--- src/design/knil_pkg.sv ---
// shared types and codes for the k-nearest insertion list
// no dependencies; used by the cell, the top level and the checker
package knil_pkg;

    // function codes of a request
    localparam logic FUNC_CLEAR = 1'b0;
    localparam logic FUNC_OFFER = 1'b1;

    // kinds of a result
    localparam logic KIND_REPORT = 1'b0;
    localparam logic KIND_ENTRY  = 1'b1;

    // controller states
    typedef enum logic {
        ST_IDLE,
        ST_READOUT
    } t_state;

    // per-cycle command broadcast to every cell
    typedef struct packed {
        logic clear;
        logic insert;
        logic rotate;
    } t_cell_ctrl;

endpackage

--- src/design/knil_in_if.sv ---
// request channel of the k-nearest insertion list
// no dependencies
interface knil_in_if #(
    parameter int DIST_BITS  = 32,
    parameter int LABEL_BITS = 16
);
    logic                  valid;
    logic                  ready;
    logic                  func;
    logic [DIST_BITS-1:0]  distance;
    logic [LABEL_BITS-1:0] label;
    logic                  last;

    modport source (output valid, func, distance, label, last, input ready);
    modport sink   (input valid, func, distance, label, last, output ready);
endinterface

--- src/design/knil_out_if.sv ---
// result channel of the k-nearest insertion list
// no dependencies
interface knil_out_if #(
    parameter int POS_BITS   = 5,
    parameter int DIST_BITS  = 32,
    parameter int LABEL_BITS = 16
);
    logic                  valid;
    logic                  ready;
    logic                  kind;
    logic [POS_BITS-1:0]   position;
    logic                  inserted;
    logic [DIST_BITS-1:0]  entry_distance;
    logic [LABEL_BITS-1:0] entry_label;
    logic                  entry_valid;
    logic                  end_of_run;

    modport source (output valid, kind, position, inserted, entry_distance, entry_label,
                    entry_valid, end_of_run, input ready);
    modport sink   (input valid, kind, position, inserted, entry_distance, entry_label,
                    entry_valid, end_of_run, output ready);
endinterface

--- src/design/knil_cell.sv ---
// one slot of the insertion list: distance, label and valid flag
// depends on knil_pkg (t_cell_ctrl)
module knil_cell #(
    parameter int DIST_BITS  = 32,
    parameter int LABEL_BITS = 16
) (
    input  logic                   i_clk,
    input  logic                   i_rst_n,
    input  knil_pkg::t_cell_ctrl   i_ctrl,
    input  logic                   i_active,
    input  logic [DIST_BITS-1:0]   i_cand_dist,
    input  logic [LABEL_BITS-1:0]  i_cand_label,
    input  logic                   i_prev_greater,
    input  logic [DIST_BITS-1:0]   i_prev_dist,
    input  logic [LABEL_BITS-1:0]  i_prev_label,
    input  logic                   i_prev_valid,
    input  logic [DIST_BITS-1:0]   i_next_dist,
    input  logic [LABEL_BITS-1:0]  i_next_label,
    input  logic                   i_next_valid,
    output logic                   o_greater,
    output logic [DIST_BITS-1:0]   o_dist,
    output logic [LABEL_BITS-1:0]  o_label,
    output logic                   o_valid
);
    logic [DIST_BITS-1:0]  r_dist;
    logic [LABEL_BITS-1:0] r_label;
    logic                  r_valid;
    logic [DIST_BITS-1:0]  n_dist;
    logic [LABEL_BITS-1:0] n_label;
    logic                  n_valid;

    // candidate lands before this slot's entry
    assign o_greater = i_cand_dist < r_dist;

    // slot update: clear, shift-in on insertion, or rotate during readout
    always_comb begin
        n_dist  = r_dist;
        n_label = r_label;
        n_valid = r_valid;
        if (i_ctrl.clear) begin
            n_dist  = '1;
            n_label = '0;
            n_valid = 1'b0;
        end else if (i_ctrl.insert && i_active && o_greater) begin
            if (i_prev_greater) begin
                n_dist  = i_prev_dist;
                n_label = i_prev_label;
                n_valid = i_prev_valid;
            end else begin
                n_dist  = i_cand_dist;
                n_label = i_cand_label;
                n_valid = 1'b1;
            end
        end else if (i_ctrl.rotate && i_active) begin
            n_dist  = i_next_dist;
            n_label = i_next_label;
            n_valid = i_next_valid;
        end
    end

    // slot registers, emptied by reset
    always_ff @(posedge i_clk) begin
        if (!i_rst_n) begin
            r_dist  <= '1;
            r_label <= '0;
            r_valid <= 1'b0;
        end else begin
            r_dist  <= n_dist;
            r_label <= n_label;
            r_valid <= n_valid;
        end
    end

    assign o_dist  = r_dist;
    assign o_label = r_label;
    assign o_valid = r_valid;
endmodule

--- src/design/k_nearest_insertion_list_core.sv ---
// k-nearest insertion list: keeps the k smallest distances with their labels
// i_item (knil_in_if.sink) carries clear and offer requests; o_result
// (knil_out_if.source) carries insertion reports and list entries.
// i_cfg_we / i_cfg_data write k (0 counts as 1, above MAX_NEIGHBORS saturates).
// A clear request empties every slot and gives no result.
// An offer is compared against all slots at once; the report is registered
// and shown the cycle after acceptance, so offers flow at one per cycle
// while results are taken.
// An offer marked last is followed by k list entries, one per cycle while
// results are taken, read from the head cell while the active part of the
// chain rotates by one slot; no request is taken until the final entry is
// loaded.
// A stalled receiver holds the output register and blocks further requests.
// Reset (synchronous, active low) empties the list, sets k to 1 and drops
// any pending result.
module k_nearest_insertion_list_core #(
    parameter int MAX_NEIGHBORS = 16,
    parameter int DIST_BITS     = 32,
    parameter int LABEL_BITS    = 16,
    localparam int POS_BITS     = $clog2(MAX_NEIGHBORS + 1)
) (
    input  logic                i_clk,
    input  logic                i_rst_n,
    input  logic                i_cfg_we,
    input  logic [POS_BITS-1:0] i_cfg_data,
    knil_in_if.sink             i_item,
    knil_out_if.source          o_result
);
    localparam logic [POS_BITS-1:0] K_MAX = POS_BITS'(MAX_NEIGHBORS);

    knil_pkg::t_state      r_state;
    knil_pkg::t_state      n_state;
    logic [POS_BITS-1:0]   r_k;
    logic [POS_BITS-1:0]   r_cnt;
    logic [POS_BITS-1:0]   n_cnt;
    logic                  r_out_valid;
    logic                  n_out_valid;
    logic                  load_report;
    logic                  load_entry;
    logic                  out_free;
    logic                  accept;
    logic [POS_BITS-1:0]   k_act;
    logic [POS_BITS-1:0]   k_last;
    logic [POS_BITS-1:0]   ins_pos;
    logic                  ins_hit;
    knil_pkg::t_cell_ctrl  ctrl;

    logic [MAX_NEIGHBORS-1:0] greater;
    logic [MAX_NEIGHBORS-1:0] active;
    logic [DIST_BITS-1:0]     c_dist  [MAX_NEIGHBORS];
    logic [LABEL_BITS-1:0]    c_label [MAX_NEIGHBORS];
    logic [MAX_NEIGHBORS-1:0] c_valid;

    // result payload registers
    logic                  r_kind;
    logic [POS_BITS-1:0]   r_pos;
    logic                  r_ins;
    logic [DIST_BITS-1:0]  r_edist;
    logic [LABEL_BITS-1:0] r_elabel;
    logic                  r_evalid;
    logic                  r_end;

    // effective k
    always_comb begin
        k_act = r_k;
        if (r_k == '0) begin
            k_act = POS_BITS'(1);
        end else if (r_k > K_MAX) begin
            k_act = K_MAX;
        end
    end
    assign k_last = k_act - POS_BITS'(1);

    // first active slot that is greater than the candidate
    always_comb begin
        ins_pos = k_act;
        for (int i = MAX_NEIGHBORS - 1; i >= 0; i--) begin
            if (greater[i] && active[i]) begin
                ins_pos = POS_BITS'(i);
            end
        end
    end
    assign ins_hit = |(greater & active);

    // handshake
    assign out_free     = !r_out_valid || o_result.ready;
    assign i_item.ready = (r_state == knil_pkg::ST_IDLE) && out_free;
    assign accept       = i_item.valid && i_item.ready;

    // controller: next state, cell commands and output loads
    always_comb begin
        n_state     = r_state;
        n_cnt       = r_cnt;
        ctrl        = '0;
        load_report = 1'b0;
        load_entry  = 1'b0;
        case (r_state)
            knil_pkg::ST_IDLE: begin
                if (accept) begin
                    if (i_item.func == knil_pkg::FUNC_CLEAR) begin
                        ctrl.clear = 1'b1;
                    end else begin
                        ctrl.insert = 1'b1;
                        load_report = 1'b1;
                        if (i_item.last) begin
                            n_state = knil_pkg::ST_READOUT;
                            n_cnt   = '0;
                        end
                    end
                end
            end
            knil_pkg::ST_READOUT: begin
                if (out_free) begin
                    ctrl.rotate = 1'b1;
                    load_entry  = 1'b1;
                    n_cnt       = r_cnt + POS_BITS'(1);
                    if (r_cnt == k_last) begin
                        n_state = knil_pkg::ST_IDLE;
                    end
                end
            end
            default: begin
                n_state = knil_pkg::ST_IDLE;
            end
        endcase
        n_out_valid = r_out_valid && !o_result.ready;
        if (load_report || load_entry) begin
            n_out_valid = 1'b1;
        end
    end

    // control registers
    always_ff @(posedge i_clk) begin
        if (!i_rst_n) begin
            r_state     <= knil_pkg::ST_IDLE;
            r_cnt       <= '0;
            r_k         <= POS_BITS'(1);
            r_out_valid <= 1'b0;
        end else begin
            r_state     <= n_state;
            r_cnt       <= n_cnt;
            r_out_valid <= n_out_valid;
            if (i_cfg_we) begin
                r_k <= i_cfg_data;
            end
        end
    end

    // result payload
    always_ff @(posedge i_clk) begin
        if (load_report) begin
            r_kind   <= knil_pkg::KIND_REPORT;
            r_pos    <= ins_pos;
            r_ins    <= ins_hit;
            r_edist  <= '0;
            r_elabel <= '0;
            r_evalid <= 1'b0;
            r_end    <= !i_item.last;
        end else if (load_entry) begin
            r_kind   <= knil_pkg::KIND_ENTRY;
            r_pos    <= r_cnt;
            r_ins    <= 1'b0;
            r_edist  <= c_dist[0];
            r_elabel <= c_valid[0] ? c_label[0] : '0;
            r_evalid <= c_valid[0];
            r_end    <= (r_cnt == k_last);
        end
    end

    assign o_result.valid          = r_out_valid;
    assign o_result.kind           = r_kind;
    assign o_result.position       = r_pos;
    assign o_result.inserted       = r_ins;
    assign o_result.entry_distance = r_edist;
    assign o_result.entry_label    = r_elabel;
    assign o_result.entry_valid    = r_evalid;
    assign o_result.end_of_run     = r_end;

    // chain of slot cells
    for (genvar g = 0; g < MAX_NEIGHBORS; g++) begin : g_cell
        localparam int PREV = (g == 0) ? 0 : g - 1;
        localparam int NXT  = (g == MAX_NEIGHBORS - 1) ? 0 : g + 1;

        logic                  prev_greater;
        logic                  wrap;
        logic [DIST_BITS-1:0]  next_dist;
        logic [LABEL_BITS-1:0] next_label;
        logic                  next_valid;

        assign active[g]    = POS_BITS'(g) < k_act;
        assign prev_greater = (g == 0) ? 1'b0 : greater[PREV];
        // last active slot takes the head entry during readout
        assign wrap         = (POS_BITS'(g) == k_last);
        assign next_dist    = wrap ? c_dist[0]  : c_dist[NXT];
        assign next_label   = wrap ? c_label[0] : c_label[NXT];
        assign next_valid   = wrap ? c_valid[0] : c_valid[NXT];

        knil_cell #(
            .DIST_BITS  (DIST_BITS),
            .LABEL_BITS (LABEL_BITS)
        ) u_cell (
            .i_clk          (i_clk),
            .i_rst_n        (i_rst_n),
            .i_ctrl         (ctrl),
            .i_active       (active[g]),
            .i_cand_dist    (i_item.distance),
            .i_cand_label   (i_item.label),
            .i_prev_greater (prev_greater),
            .i_prev_dist    (c_dist[PREV]),
            .i_prev_label   (c_label[PREV]),
            .i_prev_valid   (c_valid[PREV]),
            .i_next_dist    (next_dist),
            .i_next_label   (next_label),
            .i_next_valid   (next_valid),
            .o_greater      (greater[g]),
            .o_dist         (c_dist[g]),
            .o_label        (c_label[g]),
            .o_valid        (c_valid[g])
        );
    end
endmodule

--- src/flat_wrapper.sv ---
// flat-port wrapper written by rule: the top's interface ports become plain ports
module k_nearest_insertion_list_core_flat 
#(
    parameter int MAX_NEIGHBORS = 16,
    parameter int DIST_BITS     = 32,
    parameter int LABEL_BITS    = 16,
    localparam int POS_BITS     = $clog2(MAX_NEIGHBORS + 1)
)
  (i_clk, i_rst_n, i_cfg_we, i_cfg_data, i_item_valid, i_item_func, i_item_distance, i_item_label, i_item_last, i_item_ready, o_result_valid, o_result_kind, o_result_position, o_result_inserted, o_result_entry_distance, o_result_entry_label, o_result_entry_valid, o_result_end_of_run, o_result_ready);
  knil_in_if #(.DIST_BITS(DIST_BITS), .LABEL_BITS(LABEL_BITS)) i_item_i ();
  knil_out_if #(.DIST_BITS(DIST_BITS), .LABEL_BITS(LABEL_BITS)) o_result_i ();
  input  logic i_clk;
  input  logic i_rst_n;
  input  logic i_cfg_we;
  input  logic [POS_BITS-1:0] i_cfg_data;
  input wire logic [$bits(i_item_i.valid)-1:0] i_item_valid;
  input wire logic [$bits(i_item_i.func)-1:0] i_item_func;
  input wire logic [$bits(i_item_i.distance)-1:0] i_item_distance;
  input wire logic [$bits(i_item_i.label)-1:0] i_item_label;
  input wire logic [$bits(i_item_i.last)-1:0] i_item_last;
  output wire logic [$bits(i_item_i.ready)-1:0] i_item_ready;
  output wire logic [$bits(o_result_i.valid)-1:0] o_result_valid;
  output wire logic [$bits(o_result_i.kind)-1:0] o_result_kind;
  output wire logic [$bits(o_result_i.position)-1:0] o_result_position;
  output wire logic [$bits(o_result_i.inserted)-1:0] o_result_inserted;
  output wire logic [$bits(o_result_i.entry_distance)-1:0] o_result_entry_distance;
  output wire logic [$bits(o_result_i.entry_label)-1:0] o_result_entry_label;
  output wire logic [$bits(o_result_i.entry_valid)-1:0] o_result_entry_valid;
  output wire logic [$bits(o_result_i.end_of_run)-1:0] o_result_end_of_run;
  input wire logic [$bits(o_result_i.ready)-1:0] o_result_ready;
  assign i_item_i.valid = i_item_valid;
  assign i_item_i.func = i_item_func;
  assign i_item_i.distance = i_item_distance;
  assign i_item_i.label = i_item_label;
  assign i_item_i.last = i_item_last;
  assign i_item_ready = i_item_i.ready;
  assign o_result_valid = o_result_i.valid;
  assign o_result_kind = o_result_i.kind;
  assign o_result_position = o_result_i.position;
  assign o_result_inserted = o_result_i.inserted;
  assign o_result_entry_distance = o_result_i.entry_distance;
  assign o_result_entry_label = o_result_i.entry_label;
  assign o_result_entry_valid = o_result_i.entry_valid;
  assign o_result_end_of_run = o_result_i.end_of_run;
  assign o_result_i.ready = o_result_ready;
  k_nearest_insertion_list_core #(.MAX_NEIGHBORS(MAX_NEIGHBORS), .DIST_BITS(DIST_BITS), .LABEL_BITS(LABEL_BITS)) u_core (.i_clk(i_clk), .i_rst_n(i_rst_n), .i_cfg_we(i_cfg_we), .i_cfg_data(i_cfg_data), .i_item(i_item_i), .o_result(o_result_i));
endmodule
--- config.mk ---
export PLATFORM = sky130hd
export DESIGN_NAME = k_nearest_insertion_list_core_flat
export DESIGN_NICKNAME = d
export VERILOG_FILES = /design/src/design/knil_pkg.sv /design/src/design/knil_in_if.sv /design/src/design/knil_out_if.sv /design/src/design/knil_cell.sv /design/src/design/k_nearest_insertion_list_core.sv /design/src/flat_wrapper.sv
export SDC_FILE = /design/constraint.sdc
export NUM_CORES = 2
export LEC_CHECK = 0
export ABC_AREA = 0
export BUFFER_PORTS_ARGS = -buffer_cell sky130_fd_sc_hd__buf_2
export CORE_MARGIN = 2
export CORE_UTILIZATION = 60
export DETAILED_ROUTE_END_ITERATION = 6
export PLACE_DENSITY_LB_ADDON = 0.2
export SLEW_MARGIN = 5
export SYNTH_ARGS = -nofsm -noshare
export SYNTH_HDL_FRONTEND = slang
export SYNTH_HIERARCHICAL = 1
export SYNTH_SLANG_ARGS = --single-unit
--- constraint.sdc ---
create_clock -name i_clk -period 4.7 [get_ports i_clk]
set_clock_uncertainty 0.05 [all_clocks]
set_input_delay 0.47 -clock i_clk [delete_from_list [all_inputs] [get_ports i_clk]]
set_output_delay 0.47 -clock i_clk [all_outputs]
set_load 0.02 [all_outputs]
==> flow_summary.toml <==
[status]
status = "complete, no violations"

[critical_path]
crit_buf_inv = 2
required_ps = 5180
worstReg2RegEnd = "u_core/g_cell[7].u_cell/o_label[4]"
critPathCaptureType = "flop"
worstSetupStartpointType = "flop"
crit_chain = "nor2_1, nor2_1, inv_1, ha_1, nor2_1, a22oi_1, nor2_1, and2_2, buf_4, mux2_2, mux2i_1, o31ai_1"
cp.arrival_ps = 4570
slowest_delay_ps = 680
crit_fanout = 33
path_class = "reg2reg"
worst_path_most_repeated_cell = "nor2_1"
r2r-start = "u_core/r_k[0]"
cp_top_family = "simple AND/OR/NAND/NOR gates"
r2r_slack_ps = 610
cp_slowest_cell = "dfxtp_1"
path_depth = 12
reg2reg_depth = 12

[sta]
hold_viol = 0
setup_tns_ps = 0
worst_pin_slew_ps = 1340
slew_headroom = 0.109
min_period_ps = 4090
slew_viol_final = 0
clock.fmax_ghz = 0.244
rsz0062_at_grt = "false"
fin_crit_sh = 0.870
finalSetupViolations = 0

[logic_synthesis]
muxShareOfSynthArea = 0.234
yosysSeqAreaShare = 0.237
yosysUniqueCellTypes = 83
ys_ff_latch = 853
synthCells = 7845
synth_edf_count = 7
syn_area_per_cell_um2 = 9.21
synth_compound_area_frac = 0.241
synth_top_family_by_area = "compound AO/OA/AOI/OAI gates"
synth_area_um2 = 72300
yosys.area_share.simple = 0.121
synthAdderAreaFrac = 0.0871
synth-xor-area-share = 0.00109
async_flop_share = 0
synth-main-ff-cell = "dfxtp_1"
yosysWarnings = 6

[grt]
grt_use_total = 0.365
met1_usage = 0.503
grt_pass1_vias = 61100
use_met3 = 0.0638
grt_overflow_total = 0
use_met2 = 0.556
busiest_layer = "met2"
antenna_found_initial = 12
grt_pass1_wl_um = 361000
grt_max_degree = 99

[clock_tree]
cts_root_buffer = "clkbuf_16"
cts.path.max_buffers = 3
cts.sinks = 853
cts_setup_buffers = 0
clock_latency_ps = 710
cts_tree = "yes"
cts.htree.levels = 3
cts-buffers-inserted = 101
clk_pin_slew_ps = 60

[power_and_ir_drop]
clkPwrFrac = 0.432
intPower_w = 0.0128
power_frac_seq = 0.415
switching_share = 0.299
leakage_nw = 36.4
combPwrFrac = 0.153
ir_worst_vdd_v = 0.000269
switchingPower_w = 0.00544
p_per_area_nw_per_um2 = 234

[die]
fp.dieH_um = 351
chipWidth_um = 351
dieArea_um2 = 123000
ioPinCount = 119
placementRows = 127
core_um2 = 120000
initial_core_util = 0.604

[routing]
vias_per_cell = 6.75
wl_per_cell_um = 24.7
drt_wl_total_um = 232000
drc = 0
first_pass_iters = 6
first_iter_violations = 5944
vias = 63200
ant_nets = 0

[placement]
gp_congestion = 0.963
portBuffers = 118
dp_hpwl_um = 166000

[layout]
final_net_count = 8234
post-route-util = 0.651
drive_gt1_frac = 0.254
syn_to_final_growth_pct = 7.77
fillCellCount = 9803

[min_path]
hold_path.startpoint = "i_item_last"
whs_path_depth = 3
holdCritPathClass = "in2reg"
holdPathEnd = "u_core/r_state"

[run]
maxCapViolations = 0
[cell families after synthesis]
family | count (synthesis)
mux | 1576
fa+ha+maj | 503
buf+inv | 1254
other cells | 2
simple gates | 1591
flops | 853
compound gates | 2057
xor+xnor | 9
[power groups by stage]
| stage | Clock [W] | Combinational (W) | Sequential [W] |
|---|---|---|---|
| floorplan | 0 | 0.00169 | 0.00773 |
| global placement | 0 | 0.00264 | 0.00770 |
| detailed placement | 0 | 0.00269 | 0.00771 |
| CTS | 0.00791 | 0.00270 | 0.00755 |
| global route | 0.00818 | 0.00294 | 0.00758 |
| finish | 0.00786 | 0.00279 | 0.00756 |
[cells in the final DEF (no fill, tap or decap), drive strengths merged, types with 118 or more instances in the layout]
cell     synthesis  layout
mux2           803     803
a31oi          469     469
inv            522     525
clkbuf         479     154
dfxtp          846     846
nor2           118     118
nand3          212     212
a2111oi        396     396
nand2          357     357
a21oi          375     375
mux2i          773     773
ha             503     503
a211oi         409     409
nand4          162     162
buf            253     442
nor2b          608     608
[per-layer routing]
| layer | routed length, um | up-vias | part of all wire |
|---|---|---|---|
| met5 | 44 | - | 0.00019 |
| met4 | 9930 | 6 | 0.043 |
| met3 | 19900 | 530 | 0.086 |
| met2 | 101000 | 2874 | 0.43 |
| met1 | 101000 | 30600 | 0.44 |
| li1 | - | 29200 | - |
[worst max-delay path by stage]
stage | slack, ps | to | startpoint
finish | 610 | u_core/g_cell[7].u_cell/o_label[4] | u_core/r_k[0]
global route | 410 | u_core/g_cell[7].u_cell/o_label[4] | u_core/r_k[0]
CTS | 740 | u_core/g_cell[7].u_cell/o_label[4] | u_core/r_k[0]
detailed placement | 350 | u_core/o_result.position[1] | i_item_distance[25]
global placement | 370 | u_core/o_result.position[4] | i_item_distance[25]
floorplan | 870 | u_core/o_result.position[0] | i_item_distance[11]
[registers in the layout, indices dropped and copies added (netlist names), 5 cells and up]
| register | flops |
|---|---|
| u_core/r_cnt | 5 |
| u_core/o_result.entry_distance | 32 |
| u_core/o_result.entry_label | 16 |
| u_core/g_cell.u_cell/o_valid | 16 |
| u_core/g_cell.u_cell/o_dist | 512 |
| u_core/r_k | 5 |
| u_core/g_cell.u_cell/o_label | 256 |
| u_core/o_result.position | 5 |
[worst register-to-register path: stages (launching register included)]
cell and delay [ps]:
dfxtp_1 680, nor2_1 110, nor2_1 280, inv_1 220, ha_1 370, nor2_1 130
a22oi_1 70, nor2_1 200, and2_2 680, buf_4 450, mux2_2 380, mux2i_1 180
o31ai_1 90
[Yosys cell counts, drive strengths merged, types with 48 or more instances]
cell type	count	area (um^2)
a2111oi	396	6020
a211oi	409	3070
a21oi	375	1930
a31oi	469	3180
buf	253	1920
clkbuf	479	1820
dfxtp	846	16900
ha	503	6290
inv	522	1960
mux2	803	9160
mux2i	773	7740
nand2	357	1340
nand3	212	1060
nand4	162	1010
nor2	118	448
nor2b	608	3800
o21ai	110	686
o31a	48	420
o31ai	64	480
[per-stage QoR]
stage / total power (W) / setup slack (ps) / hold slack, ps / instance area (um^2) / instances
6_report: 0.0182 / 609 / 54.7 / 77900 / 9370
5_1_grt: 0.0187 / 405 / 71.1 / 77900 / 9368
4_1_cts: 0.0182 / 736 / 27.4 / 77900 / 9362
3_5_place_dp: 0.0104 / 346 / 393 / 74600 / 9175
3_3_place_gp: 0.0103 / 374 / 383 / 74600 / 9175
2_1_floorplan: 0.00943 / 867 / 408 / 72300 / 7853
[area by class of cell]
type	count	area (um^2)	share of cell area
Timing Repair Buffer	447	3750	0.0481
Clock inverter	28	195	0.00251
Antenna cell	8	20.0	0.000257
Tap cell	1612	2020	0.0259
Multi-Input combinational cell	5746	49800	0.639
Clock buffer	154	3030	0.0389
Inverter	522	1960	0.0252
Sequential cell	853	17100	0.220
[timing repair]
item / CTS / global route
hold buffers: 5 / 0
endpoints found under the hold margin: 5 / 0
gates resized for setup: 0 / 0
Note: power is estimated with default switching activity, not from simulation.
